[src/rtl/core/tlph_pkg.sv]
// ----------------------------------------------------------------------------
// tlph_pkg
// shared types and constants of the timeline playhead
// ----------------------------------------------------------------------------
package tlph_pkg;

  localparam int FRAC_BITS   = 16;
  localparam int SERIAL_BITS = 32;
  localparam int FW          = 40;

  localparam logic [FW-1:0] FRAME_MAX = {FW{1'b1}};

  typedef enum logic [1:0] {
    RS_STOPPED   = 2'd0,
    RS_PLAYING   = 2'd1,
    RS_PAUSED    = 2'd2,
    RS_COMPLETED = 2'd3
  } run_state_t;

  typedef enum logic [2:0] {
    FN_TICK  = 3'd0,
    FN_PLAY  = 3'd1,
    FN_PAUSE = 3'd2,
    FN_STOP  = 3'd3,
    FN_SEEK  = 3'd4
  } func_t;

  typedef enum logic [2:0] {
    CR_LENGTH  = 3'd0,
    CR_RES     = 3'd1,
    CR_RATE    = 3'd2,
    CR_REVERSE = 3'd3,
    CR_LOOP    = 3'd4,
    CR_SEEKPOL = 3'd5,
    CR_KEEP    = 3'd6,
    CR_ASSET   = 3'd7
  } cfg_idx_t;

  // shared unit operations
  typedef enum logic [1:0] {
    OP_MUL = 2'd0,
    OP_DIV = 2'd1
  } op_t;

  typedef struct packed {
    logic       start;
    op_t        op;
    logic [71:0] a;    // multiplicand or dividend
    logic [39:0] b;    // multiplier or divisor
  } alu_req_t;

  typedef struct packed {
    logic        done;
    logic [71:0] res;  // product or quotient
    logic [39:0] rem;
  } alu_rsp_t;

endpackage

[src/rtl/core/timeline_playhead_unit.sv]
// ----------------------------------------------------------------------------
// timeline_playhead_unit
// playhead sequencer: run states, tick stepping, looping and range report
// ----------------------------------------------------------------------------
// Usage: events enter on the in_ channel (in_valid/in_stall, in_stall driven
// here). Each accepted word yields exactly one result word on the out_
// channel (out_valid/out_stall, out_stall driven by the receiver).
// Play, pause, stop, seek and ticks that find nothing to move (seek pending,
// not playing, zero length) go from the execute state straight to finish.
// Any other tick runs two 40-step serial multiplies on the shared shift-add
// unit and then the move state; when it wraps a loop a 72-step restoring
// division on the same unit follows before the frame is applied.
// in_stall stays high from acceptance until the result is loaded into the
// output register, and the next word can go in once it is low again.
// The result register holds its word while out_stall is high; a further word
// can then be taken in, but its result waits in the sequencer, in_stall high.
// Configuration words go in through cfg_valid/cfg_ready (always high) with
// cfg_index and cfg_data; software must write only when idle (not enforced).
// Synchronous reset (rst_n low) restores the register defaults, stops the
// playhead at frame zero and clears the range and serial counter.
// ----------------------------------------------------------------------------
module timeline_playhead_unit (
  input  logic        clk,
  input  logic        rst_n,
  input  logic        in_valid,
  output logic        in_stall,
  input  logic [2:0]  in_func,
  input  logic [31:0] in_delta_seconds,
  input  logic [39:0] in_seek_frame,
  output logic        out_valid,
  input  logic        out_stall,
  output logic [1:0]  out_run_state,
  output logic [39:0] out_current_frame,
  output logic [39:0] out_range_start,
  output logic [39:0] out_range_end,
  output logic        out_range_valid,
  output logic        out_range_backward,
  output logic        out_range_wrapped,
  output logic [15:0] out_wrap_count,
  output logic        out_by_seek,
  output logic [31:0] out_range_serial,
  output logic        out_suppress_events,
  output logic        out_evaluating,
  input  logic        cfg_valid,
  output logic        cfg_ready,
  input  logic [2:0]  cfg_index,
  input  logic [31:0] cfg_data
);
  import tlph_pkg::*;

  typedef enum logic [2:0] {
    SQ_IDLE, SQ_EXEC, SQ_MUL1, SQ_MUL2, SQ_MOVE, SQ_DIV, SQ_FIN, SQ_OUT
  } seq_t;

  seq_t seq_r, seq_nxt;

  // configuration
  logic [23:0] len_r;
  logic [15:0] res_r;
  logic [23:0] rate_r;
  logic rev_r, loop_r, spol_r, keep_r, asset_r;

  // playhead state
  run_state_t phase_r, phase_nxt;
  logic [FW-1:0] frame_r, frame_nxt, fbs_r, fbs_nxt;
  logic seek_r, seek_nxt;
  logic [SERIAL_BITS-1:0] serial_r, serial_nxt, lser_r, lser_nxt;
  logic [FW-1:0] ls_r, ls_nxt, le_r, le_nxt;
  logic fv_r, fv_nxt, fb_r, fb_nxt, fw_r, fw_nxt, fs_r, fs_nxt;
  logic [15:0] lw_r, lw_nxt;

  // captured event and working values
  func_t       func_r, func_nxt;
  logic [31:0] dsec_r, dsec_nxt;
  logic [FW-1:0] skf_r, skf_nxt;
  logic [71:0] wk_r, wk_nxt;        // product or next frame candidate
  logic [FW-1:0] prev_r, prev_nxt;
  logic [71:0] k_r, k_nxt;
  logic out_v_r, out_v_nxt;

  alu_req_t areq;
  alu_rsp_t arsp;

  tlph_alu u_alu (.clk(clk), .rst_n(rst_n), .req(areq), .rsp(arsp));

  logic [FW-1:0] endf;
  logic [FW:0]   lenx;
  logic [71:0]   step;
  logic [72:0]   fwd;
  logic [71:0]   defi, kk;
  logic [FW-1:0] nxt_f;

  always_comb begin
    lenx = {1'b0, len_r, {FRAC_BITS{1'b0}}};
    endf = lenx[FW] ? FRAME_MAX : lenx[FW-1:0];
  end

  assign cfg_ready = 1'b1;
  always_ff @(posedge clk) begin
    if (!rst_n) begin
      len_r <= '0; res_r <= 16'd60; rate_r <= 24'd65536;
      rev_r <= 1'b0; loop_r <= 1'b0; spol_r <= 1'b0; keep_r <= 1'b0;
      asset_r <= 1'b0;
    end else if (cfg_valid) begin
      unique case (cfg_idx_t'(cfg_index))
        CR_LENGTH:  len_r   <= cfg_data[23:0];
        CR_RES:     res_r   <= cfg_data[15:0];
        CR_RATE:    rate_r  <= cfg_data[23:0];
        CR_REVERSE: rev_r   <= cfg_data[0];
        CR_LOOP:    loop_r  <= cfg_data[0];
        CR_SEEKPOL: spol_r  <= cfg_data[0];
        CR_KEEP:    keep_r  <= cfg_data[0];
        CR_ASSET:   asset_r <= cfg_data[0];
        default: ;
      endcase
    end
  end

  assign in_stall = (seq_r != SQ_IDLE);

  always_comb begin
    seq_nxt = seq_r;
    phase_nxt = phase_r; frame_nxt = frame_r; fbs_nxt = fbs_r;
    seek_nxt = seek_r; serial_nxt = serial_r; lser_nxt = lser_r;
    ls_nxt = ls_r; le_nxt = le_r; lw_nxt = lw_r;
    fv_nxt = fv_r; fb_nxt = fb_r; fw_nxt = fw_r; fs_nxt = fs_r;
    func_nxt = func_r; dsec_nxt = dsec_r; skf_nxt = skf_r;
    wk_nxt = wk_r; prev_nxt = prev_r; k_nxt = k_r;
    out_v_nxt = out_v_r;
    areq = '0;
    step = '0; fwd = '0; defi = '0; kk = '0; nxt_f = '0;
    unique case (seq_r)
      SQ_IDLE: begin
        if (in_valid) begin
          func_nxt = func_t'(in_func);
          dsec_nxt = in_delta_seconds;
          skf_nxt  = in_seek_frame;
          seq_nxt  = SQ_EXEC;
        end
      end
      SQ_EXEC: begin
        seq_nxt = SQ_FIN;
        case (func_r)
          FN_TICK: begin
            ls_nxt = '0; le_nxt = '0; lw_nxt = '0; lser_nxt = '0;
            fv_nxt = 1'b0; fb_nxt = 1'b0; fw_nxt = 1'b0; fs_nxt = 1'b0;
            prev_nxt = frame_r;
            k_nxt = '0;
            if (seek_r) begin
              ls_nxt = fbs_r; le_nxt = frame_r; fs_nxt = 1'b1;
              fb_nxt = frame_r < fbs_r;
              fv_nxt = frame_r != fbs_r;
              serial_nxt = serial_r + 1'b1;
              lser_nxt = serial_r + 1'b1;
              seek_nxt = 1'b0;
            end else if (phase_r == RS_PLAYING) begin
              if (len_r == '0) begin
                frame_nxt = '0;
                phase_nxt = RS_COMPLETED;
              end else begin
                areq.start = 1'b1; areq.op = OP_MUL;
                areq.a = {40'd0, dsec_r};
                areq.b = {24'd0, res_r};
                seq_nxt = SQ_MUL1;
              end
            end
          end
          FN_PLAY: if (asset_r) begin
            if (phase_r == RS_COMPLETED) frame_nxt = rev_r ? endf : '0;
            phase_nxt = RS_PLAYING;
          end
          FN_PAUSE: if (phase_r == RS_PLAYING) phase_nxt = RS_PAUSED;
          FN_STOP: begin
            frame_nxt = '0; seek_nxt = 1'b0; phase_nxt = RS_STOPPED;
            ls_nxt = '0; le_nxt = '0; lw_nxt = '0; lser_nxt = '0;
            fv_nxt = 1'b0; fb_nxt = 1'b0; fw_nxt = 1'b0; fs_nxt = 1'b0;
          end
          FN_SEEK: begin
            if (!seek_r) fbs_nxt = frame_r;
            frame_nxt = skf_r; seek_nxt = 1'b1;
            ls_nxt = '0; le_nxt = '0; lw_nxt = '0; lser_nxt = '0;
            fv_nxt = 1'b0; fb_nxt = 1'b0; fw_nxt = 1'b0; fs_nxt = 1'b0;
          end
          default: ;
        endcase
      end
      SQ_MUL1: begin
        if (arsp.done) begin
          // dsec*res fits in 48 bits
          areq.start = 1'b1; areq.op = OP_MUL;
          areq.a = arsp.res;
          areq.b = {16'd0, rate_r};
          seq_nxt = SQ_MUL2;
        end
      end
      SQ_MUL2: begin
        if (arsp.done) begin
          wk_nxt = arsp.res;
          seq_nxt = SQ_MOVE;
        end
      end
      SQ_MOVE: begin
        step = wk_r >> (FW - FRAC_BITS);
        seq_nxt = SQ_FIN;
        if (step != '0) begin
          seq_nxt = SQ_OUT;  // commit path reuses SQ_OUT as apply stage
          if (!rev_r) begin
            fwd = {1'b0, step} + {33'd0, prev_r};
            if (!loop_r) begin
              if (fwd >= {33'd0, endf}) begin
                wk_nxt = {32'd0, endf};
                phase_nxt = RS_COMPLETED;
              end else wk_nxt = fwd[71:0];
            end else if (fwd > {33'd0, endf}) begin
              areq.start = 1'b1; areq.op = OP_DIV;
              areq.a = fwd[71:0] - 72'd1;
              areq.b = endf;
              wk_nxt = fwd[71:0];
              seq_nxt = SQ_DIV;
            end else wk_nxt = fwd[71:0];
          end else begin
            if (!loop_r) begin
              if (step >= {32'd0, prev_r}) begin
                wk_nxt = '0;
                phase_nxt = RS_COMPLETED;
              end else wk_nxt = {32'd0, prev_r} - step;
            end else if (step > {32'd0, prev_r}) begin
              defi = step - {32'd0, prev_r};
              areq.start = 1'b1; areq.op = OP_DIV;
              areq.a = defi + {32'd0, endf} - 72'd1;
              areq.b = endf;
              wk_nxt = defi;
              seq_nxt = SQ_DIV;
            end else wk_nxt = {32'd0, prev_r} - step;
          end
        end
      end
      SQ_DIV: begin
        if (arsp.done) begin
          kk = arsp.res;
          k_nxt = kk;
          // next = fwd - k*len, or k*len - deficit; both equal a remainder form
          if (!rev_r) wk_nxt = {32'd0, arsp.rem} + 72'd1;
          else wk_nxt = (arsp.rem == (endf - 40'd1)) ? 72'd0
                        : {32'd0, endf - 40'd1 - arsp.rem};
          seq_nxt = SQ_OUT;
        end
      end
      SQ_OUT: begin
        // apply the moved frame
        nxt_f = (wk_r > {32'd0, endf}) ? endf : wk_r[FW-1:0];
        frame_nxt = nxt_f;
        seq_nxt = SQ_FIN;
        if (nxt_f != prev_r) begin
          ls_nxt = prev_r; le_nxt = nxt_f;
          fv_nxt = 1'b1; fb_nxt = rev_r; fw_nxt = k_r != '0; fs_nxt = 1'b0;
          lw_nxt = (k_r > 72'hFFFF) ? 16'hFFFF : k_r[15:0];
          serial_nxt = serial_r + 1'b1;
          lser_nxt = serial_r + 1'b1;
        end
      end
      SQ_FIN: begin
        if (!out_v_r || !out_stall) begin
          out_v_nxt = 1'b1;
          seq_nxt = SQ_IDLE;
        end
      end
      default: seq_nxt = SQ_IDLE;
    endcase
    if (out_v_r && !out_stall && seq_r != SQ_FIN) out_v_nxt = 1'b0;
  end

  always_ff @(posedge clk) begin
    if (!rst_n) begin
      seq_r <= SQ_IDLE; phase_r <= RS_STOPPED; frame_r <= '0; fbs_r <= '0;
      seek_r <= 1'b0; serial_r <= '0; lser_r <= '0; ls_r <= '0; le_r <= '0;
      fv_r <= 1'b0; fb_r <= 1'b0; fw_r <= 1'b0; fs_r <= 1'b0; lw_r <= '0;
      out_v_r <= 1'b0;
    end else begin
      seq_r <= seq_nxt; phase_r <= phase_nxt; frame_r <= frame_nxt;
      fbs_r <= fbs_nxt; seek_r <= seek_nxt; serial_r <= serial_nxt;
      lser_r <= lser_nxt; ls_r <= ls_nxt; le_r <= le_nxt;
      fv_r <= fv_nxt; fb_r <= fb_nxt; fw_r <= fw_nxt; fs_r <= fs_nxt;
      lw_r <= lw_nxt; out_v_r <= out_v_nxt;
    end
    func_r <= func_nxt; dsec_r <= dsec_nxt; skf_r <= skf_nxt;
    wk_r <= wk_nxt; prev_r <= prev_nxt; k_r <= k_nxt;
  end

  // result word register, loaded as the sequencer finishes
  logic [1:0]  o_rs_r;
  logic [39:0] o_cf_r, o_st_r, o_en_r;
  logic        o_v_r, o_b_r, o_w_r, o_s_r, o_sup_r, o_ev_r;
  logic [15:0] o_wc_r;
  logic [31:0] o_ser_r;

  always_ff @(posedge clk) begin
    if (seq_r == SQ_FIN && (!out_v_r || !out_stall)) begin
      o_rs_r  <= phase_r;
      o_cf_r  <= frame_r;
      o_st_r  <= ls_r;
      o_en_r  <= le_r;
      o_v_r   <= fv_r;
      o_b_r   <= fb_r;
      o_w_r   <= fw_r;
      o_wc_r  <= lw_r;
      o_s_r   <= fs_r;
      o_ser_r <= lser_r;
      o_sup_r <= !fv_r || (fs_r && spol_r);
      o_ev_r  <= phase_r == RS_PLAYING || phase_r == RS_PAUSED ||
                 (phase_r == RS_COMPLETED && keep_r);
    end
  end

  assign out_valid           = out_v_r;
  assign out_run_state       = o_rs_r;
  assign out_current_frame   = o_cf_r;
  assign out_range_start     = o_st_r;
  assign out_range_end       = o_en_r;
  assign out_range_valid     = o_v_r;
  assign out_range_backward  = o_b_r;
  assign out_range_wrapped   = o_w_r;
  assign out_wrap_count      = o_wc_r;
  assign out_by_seek         = o_s_r;
  assign out_range_serial    = o_ser_r;
  assign out_suppress_events = o_sup_r;
  assign out_evaluating      = o_ev_r;

endmodule

[src/rtl/core/tlph_alu.sv]
// ----------------------------------------------------------------------------
// tlph_alu
// shared shift-add multiplier and restoring divider, one bit per cycle
// ----------------------------------------------------------------------------
module tlph_alu (
  input  logic              clk,
  input  logic              rst_n,
  input  tlph_pkg::alu_req_t req,
  output tlph_pkg::alu_rsp_t rsp
);
  import tlph_pkg::*;

  logic        busy_r, busy_nxt;
  op_t         op_r, op_nxt;
  logic [6:0]  cnt_r, cnt_nxt;
  logic [71:0] acc_r, acc_nxt;   // product, or dividend/quotient shift
  logic [71:0] mc_r, mc_nxt;     // multiplicand
  logic [39:0] b_r, b_nxt;       // multiplier bits, or divisor
  logic [40:0] rem_r, rem_nxt;
  logic        done_r, done_nxt;
  logic [40:0] trial;

  always_comb begin
    busy_nxt = busy_r;
    op_nxt   = op_r;
    cnt_nxt  = cnt_r;
    acc_nxt  = acc_r;
    mc_nxt   = mc_r;
    b_nxt    = b_r;
    rem_nxt  = rem_r;
    done_nxt = 1'b0;
    trial    = '0;
    if (req.start) begin
      busy_nxt = 1'b1;
      op_nxt   = req.op;
      b_nxt    = req.b;
      rem_nxt  = '0;
      if (req.op == OP_MUL) begin
        acc_nxt = '0;
        mc_nxt  = req.a;
        cnt_nxt = 7'd40;
      end else begin
        acc_nxt = req.a;
        mc_nxt  = '0;
        cnt_nxt = 7'd72;
      end
    end else if (busy_r) begin
      if (op_r == OP_MUL) begin
        if (b_r[0]) acc_nxt = acc_r + mc_r;
        mc_nxt = {mc_r[70:0], 1'b0};
        b_nxt  = {1'b0, b_r[39:1]};
      end else begin
        trial = {rem_r[39:0], acc_r[71]};
        if (trial >= {1'b0, b_r}) begin
          rem_nxt = trial - {1'b0, b_r};
          acc_nxt = {acc_r[70:0], 1'b1};
        end else begin
          rem_nxt = trial;
          acc_nxt = {acc_r[70:0], 1'b0};
        end
      end
      cnt_nxt = cnt_r - 7'd1;
      if (cnt_r == 7'd1) begin
        busy_nxt = 1'b0;
        done_nxt = 1'b1;
      end
    end
  end

  always_ff @(posedge clk) begin
    if (!rst_n) begin
      busy_r <= 1'b0;
      done_r <= 1'b0;
      cnt_r  <= '0;
      op_r   <= OP_MUL;
    end else begin
      busy_r <= busy_nxt;
      done_r <= done_nxt;
      cnt_r  <= cnt_nxt;
      op_r   <= op_nxt;
    end
    acc_r <= acc_nxt;
    mc_r  <= mc_nxt;
    b_r   <= b_nxt;
    rem_r <= rem_nxt;
  end

  assign rsp.done = done_r;
  assign rsp.res  = acc_r;
  assign rsp.rem  = rem_r[39:0];

endmodule

[config.mk]
export PLATFORM = sky130hd
export DESIGN_NAME = timeline_playhead_unit
export DESIGN_NICKNAME = d
export VERILOG_FILES = /design/src/rtl/core/tlph_pkg.sv /design/src/rtl/core/timeline_playhead_unit.sv /design/src/rtl/core/tlph_alu.sv
export SDC_FILE = /design/constraint.sdc
export NUM_CORES = 2
export LEC_CHECK = 0
export BUFFER_PORTS_ARGS = -buffer_cell sky130_fd_sc_hd__buf_2
export CAP_MARGIN = 20
export CORE_ASPECT_RATIO = 1.2
export CORE_MARGIN = 2
export CORE_UTILIZATION = 51
export CTS_CLUSTER_DIAMETER = 80
export DETAILED_ROUTE_END_ITERATION = 8
export PLACE_DENSITY = 0.8
export SKIP_LAST_GASP = 1
export SYNTH_ARGS = -nofsm -noshare
export SYNTH_HDL_FRONTEND = slang
export SYNTH_SLANG_ARGS = --single-unit
[constraint.sdc]
create_clock -name clk -period 13.5 [get_ports clk]
set_clock_uncertainty 0.15 [all_clocks]
set_input_delay 1.35 -clock clk [delete_from_list [all_inputs] [get_ports clk]]
set_output_delay 1.35 -clock clk [all_outputs]
set_load 0.005 [all_outputs]
Word-level counts from Yosys, hierarchy flattened. Index checks and enable logic that the tools add are counted.

Flip-flop bits (word level): 990. Latch bits: 0. Memory bits (writable): 0. Memory bits (read-only): 0. Bits of input ports: 115. Output and inout bits: 179. Logic and storage cells: 300. Memories kept: 0.

Add/subtract/negate cells: 13. Multipliers: 0. Divide/modulo/power cells: 0. Order comparisons: 8. Eq/ne operators: 49. Shift operators: 0. Muxes and demuxes: 120. Bitwise operators: 4. Reduce and logical (&&, ||, !) cells: 57.

Operators with widths (count): $mux 72 (18); $mux 115 (11); $mux 40 (16); $pmux 40 s2 (5); $pmux 115 s3 (1); $pmux 72 s3 (1); $pmux 32 s2 (3); $pmux 40 s4 (1); $pmux 72 s2 (1); $reduce_bool 72->1 (2); $mux 32 (4); $ne 40x40->1 (2); $sub 40x40->40 (2); $add 72x72->72 (1); $gt 72x16->1 const B (1); $gt 72x40->1 (1); $sub 50x2->51 const B (1); $add 49x41->50 (1); $sub 49x1->50 const B (1); $add 48x40->49 (1); $ge 49x40->1 (1); $gt 49x40->1 (1); $mux 49 (1); $sub 40x48->49 (1); 50 further kinds (173).

Logic depth before layout (Yosys ltp).
Depth after elaboration: 11. Mapped depth: 29. Depth with buffers taken out: 27.

Hierarchy. From an unflattened synthesis, not the netlist that was laid out.

Cells, all modules: 7500. Area, all modules: 66279.8 um2.

Modules (own cells, without submodules): timeline_playhead_unit (times used 1, cells an instance 5664, area each 49610.1 um2, sequential area each 19468.7 um2); tlph_alu (times used 1, cells an instance 1836, area each 16669.7 um2, sequential area each 6546.3 um2).

Least setup slack after synthesis. No wires, ideal clock.

Path kind: input port to flip-flop. From: input port out_stall. To: register o_s_r, in the netlist out_by_seek, enable pin. Library setup time: 0.770 ns. Data arrival time: 9.821 ns. Data required time: 12.580 ns. Path slack: 2.759 ns. Stages on the path: 1. Buffers on the path: 0. Cell sequence: a21oi_1.

Longest elaborated chain between the ends: 3.

RTL lines: start, declared (line timeline_playhead_unit.sv:31) `input logic out_stall,`; $logic_not 1->1 (line timeline_playhead_unit.sv:298) `if (seq_r == SQ_FIN && (!out_v_r || !out_stall)) begin`; $logic_or 1x1->1 (line timeline_playhead_unit.sv:298); $logic_and 1x1->1 (line timeline_playhead_unit.sv:298); end signal, assigned (line timeline_playhead_unit.sv:307) `o_s_r <= fs_r;`; end, declared (line timeline_playhead_unit.sv:293) `logic o_v_r, o_b_r, o_w_r, o_s_r, o_sup_r, o_ev_r;`.

No other way between the ends. A chain may end at the register's enable or synchronous reset.

Worst setup path after layout.
From: register wk_r[39]. To: register u_alu.mc_r[67], enable pin.

Longest elaborated chain between the ends: 9. Elaborated cells between the ends (all ways): 14. Classes of those cells: add/sub (1); order compare (2); mux (7); reduce/logical (4).

RTL lines: start, declared (line timeline_playhead_unit.sv:76) `logic [71:0] wk_r, wk_nxt;`; start signal, assigned (line timeline_playhead_unit.sv:287) `wk_r <= wk_nxt; prev_r <= prev_nxt; k_r <= k_nxt;`; $add 48x40->49 (line timeline_playhead_unit.sv:208) `fwd = {1'b0, step} + {33'd0, prev_r};`; $gt 49x40->1 (line timeline_playhead_unit.sv:214) `end else if (fwd > {33'd0, endf}) begin`; $mux 115 (line timeline_playhead_unit.sv:214); $mux 115 (line timeline_playhead_unit.sv:209) `if (!loop_r) begin`; $mux 115 (line timeline_playhead_unit.sv:207) `if (!rev_r) begin`; $mux 115 * (line timeline_playhead_unit.sv:205) `if (step != '0) begin`; $pmux 115 s3 * (line timeline_playhead_unit.sv:132) `unique case (seq_r)`; $reduce_bool 2->1 (no line); $reduce_and 2->1 (no line) *; end signal, assigned (line tlph_alu.sv:83) `mc_r <= mc_nxt;`; end, declared (line tlph_alu.sv:17) `logic [71:0] mc_r, mc_nxt;`.

Mark *: on every way between the ends. The rest lies on a longest branch, timed or not.

==> run summary <==
=====================================================================================
Die Height                                                                391 microns
Area of the multi-input gates                                             34400 sq um
DR pass1 iterations                                                                 7
Final-stage net count                                                            7770
CTS Hold Bufs                                                                       0
Most frequently used flop master after synthesis                         sky130_fd_sc_hd__edfxtp_1
Quantity of gates resized following cts                                             0
Number of placed instances with taps included                                    8761
Longest Clk Path Bufs                                                               3
Number of flops mapped to enable cells by yosys                                   619
Crit Path Category                                                       flop to flop
Number of antenna violations at the first check in global routing                  12
Post-CTS Setup Repair Bufs                                                          0
Post-layout minimum cycle time                                                9510 ps
Sequential cell area fraction in the yosys report                               40.9%
Final clock period utilization by the worst path                                70.4%
Number of storage elements in the synthesis netlist                               989
Critical path required time                                                  13690 ps
Hpwl dp                                                                        196 mm
Async set or reset register ratio after synthesis                                  0%
Horizontal die dimension                                                  326 microns
Crit path launch type                                                            flop
Average cell area after synthesis                                          8.93 sq um
IO Pins                                                                           294
Initial DRC count                                                                7284
Count of filler cells inserted in the layout                                    10772
Tot GR Track Use                                                                39.1%
Endpoint kind of the worst setup timing path                                     flop
Proportion of netlist area held by the largest area contributor                 29.3%
Via density per instance                                                         6.48
Root buffer cell                                                         sky130_fd_sc_hd__clkbuf_16
Power per cell area                                                       179 nW/um^2
Largest net degree at the start of global routing                                 159
Critical Path Slowest Stage Cell                                         sky130_fd_sc_hd__ha_1
Max Clock Freq                                                                105 MHz
Delay-heaviest family, CP                                                simple AND/OR/NAND/NOR gates
Full die area                                                            127000 sq um
Routability cong.                                                                1.05
FF/Latch Area                                                             26000 sq um
Wire length after detailed routing                                             257 mm
Final-report max-slew violation count                                               0
Cell taking the most area after synthesis                                sky130_fd_sc_hd__edfxtp_1
Core Rows                                                                         141
Largest driver fanout on the critical path                                         72
Biggest area contributors in the synthesized netlist                     sky130_fd_sc_hd__edfxtp_1 (29%), sky130_fd_sc_hd__dfxtp_1 (12%), sky130_fd_sc_hd__ha_1 (8.4%), sky130_fd_sc_hd__a21oi_1 (4.8%), sky130_fd_sc_hd__xnor2_1 (4.6%)
Setup-failing EPs final                                                             0
Clock tree sinks                                                                  989
Global route total overflow                                                         0
Syn_nets                                                                         7657
Total of warnings raised by yosys                                                   0
Number of max-capacitance violations reported                                       0
CTS H-tree lvls                                                                     3
Count of buffers from port buffering                                              284
Remaining routing DRC violations                                                    0
Final Instance Count excl. Fillers                                               8961
Combined buffer and inverter count along the critical path                          6
Post-synthesis cell area                                                  63500 sq um
Total Power                                                                   12.6 mW
Worst IR Drop VDD                                                            0.137 mV
Wire length of the first global-routing pass                                   369 mm
Cell leakage power                                                            26.9 nW
Proportion of layout cells with a drive suffix above 1                          9.05%
Clock-pin slew of the registers on the worst-case setup and hold paths          70 ps
Number of global-route vias before repair                                       54543
Number of unique standard cell types used by synthesis                             91
Final number of hold-violating endpoints                                            0
Initial standard-cell utilization of the core                                   51.5%
Area inside the core boundary                                            123000 sq um
TritonCTS clock tree                                                              yes
Worst hold-check path type                                               flop to flop
Sum of negative setup slack                                                      0 ps
Count of antenna-violating nets left after detailed routing                         0
Clock insertion delay at the later pin of the skew report                      780 ps
Relative slew margins                                                           18.0%
Longest individual stage delay on the worst path                               840 ps
Cell repeated most along the worst path                                  sky130_fd_sc_hd__buf_4
Layout-stage area growth over the synthesis result                              10.4%
Worst-case hold slack                                                          258 ps
CP Data Arrival Time                                                          9700 ps
Outcome                                                                  complete, no violations
Gate count after technology mapping                                              7111
Slew at the pin with the worst max-slew slack                                 1230 ps
Vias                                                                            58073
RSZ-0062 raised after global routing                                               no
TritonCTS buffer count                                                             99
WL/cell                                                                  28.7 microns
=====================================================================================
[logic make-up after synthesis]
kind of cell	count (synthesis)	synth area share (%)
simple gates	2213	16.4
flops	989	40.9
fa+ha+maj	431	8.56
compound gates	2065	20.8
mux	104	1.67
buf+inv	838	5.15
other cells	1	0.00590
xor+xnor	470	6.48
[worst paths after layout]
path             from                end  slack [ps]  cells after the start
min          le_r[37]  out_range_end[37]         260                      0
min reg2reg  le_r[37]  out_range_end[37]         260                      0
max          wk_r[39]     u_alu.mc_r[67]        3990                     25
max reg2reg  wk_r[39]     u_alu.mc_r[67]        3990                     25
[through the flow]
step	worst slack (ps)	area [sq um]	util (%)
detailed placement	4180	66500	53.9
global placement	4340	66500	53.9
floorplan	2760	63500	-
CTS	4160	70000	56.8
finish	3990	70100	56.9
global route	3590	70100	56.8
[power breakdown]
group | internal [mW] | leakage (nW) | total, mW | switching, mW
Combinational | 1.89 | 16.5 | 5.55 | 3.65
Clock | 1.64 | 1.70 | 2.94 | 1.29
Sequential | 3.66 | 8.71 | 4.09 | 0.432
[registers in the layout (all words and copies together) (netlist names), 72 cells and up]
register,count
k_r,72
u_alu.acc_r,72
u_alu.mc_r,72
wk_r,72
[worst reg2reg max path, delay by kind of cell (launching register included)]
kind | cells | cell delay (ps)
and+or+nand+nor | 11 | 3000
buffers and inverters | 6 | 1830
DFF | 1 | 610
adders and majority gates | 2 | 1190
xor gates and xnor gates | 1 | 510
AOI/OAI and AO/OA | 5 | 1720
[cell type report]
type / count / area share [%]
multi-input combinational: 5284 / 49.1
sequential: 989 / 37.1
clock buffer: 127 / 3.92
timing repair buffer: 410 / 3.47
tap: 1644 / 2.93
inverter: 440 / 2.37
clock inverter: 61 / 1.08
antenna: 6 / 0.0214
[cell usage after synthesis (25+ instances only)]
cell type and count:
sky130_fd_sc_hd__nor2b_1 65, sky130_fd_sc_hd__and3_1 120, sky130_fd_sc_hd__nand3_1 223, sky130_fd_sc_hd__o21ai_0 464, sky130_fd_sc_hd__o211ai_1 69, sky130_fd_sc_hd__xnor2_1 336
sky130_fd_sc_hd__nor4_1 80, sky130_fd_sc_hd__o31ai_1 59, sky130_fd_sc_hd__a221oi_1 99, sky130_fd_sc_hd__mux2i_1 90, sky130_fd_sc_hd__ha_1 425, sky130_fd_sc_hd__nand4_1 95
sky130_fd_sc_hd__a31oi_1 39, sky130_fd_sc_hd__o21bai_1 53, sky130_fd_sc_hd__xor2_1 134, sky130_fd_sc_hd__a22oi_1 82, sky130_fd_sc_hd__dfxtp_1 370, sky130_fd_sc_hd__nand2b_1 50
sky130_fd_sc_hd__or3_1 35, sky130_fd_sc_hd__nor2_1 549, sky130_fd_sc_hd__a211oi_1 92, sky130_fd_sc_hd__nand2_1 693, sky130_fd_sc_hd__inv_1 434, sky130_fd_sc_hd__nor3_1 184
sky130_fd_sc_hd__clkbuf_1 330, sky130_fd_sc_hd__edfxtp_1 619, sky130_fd_sc_hd__o221ai_1 25, sky130_fd_sc_hd__buf_2 41, sky130_fd_sc_hd__a21oi_1 613, sky130_fd_sc_hd__o21a_1 49
sky130_fd_sc_hd__a22o_1 51, sky130_fd_sc_hd__a21o_1 165, sky130_fd_sc_hd__o22ai_1 31
[cells in the final DEF, fill, tap and decap left out, drive strengths merged, types with 82 or more instances in the layout]
cell,instances
nor2,549
a21o,165
nand3,223
a211oi,93
xnor2,336
a21oi,613
edfxtp,619
o21ai,470
buf,408
inv,445
nand4,95
nand2,694
clkbuf,128
a221oi,99
and3,120
mux2i,90
ha,425
nor4,82
dfxtp,370
a22oi,82
nor3,186
xor2,134
[routing by layer]
metal | vias to the layer above | global-route usage [%] | share of wire [%]
li1 | 26193 | - | -
met1 | 27948 | 47.6 | 38
met2 | 3168 | 62.2 | 45
met3 | 760 | 8.06 | 9.3
met4 | 4 | 26.8 | 7.8
met5 | - | 0.305 | 0.031
(Power assumes the default switching activity.)
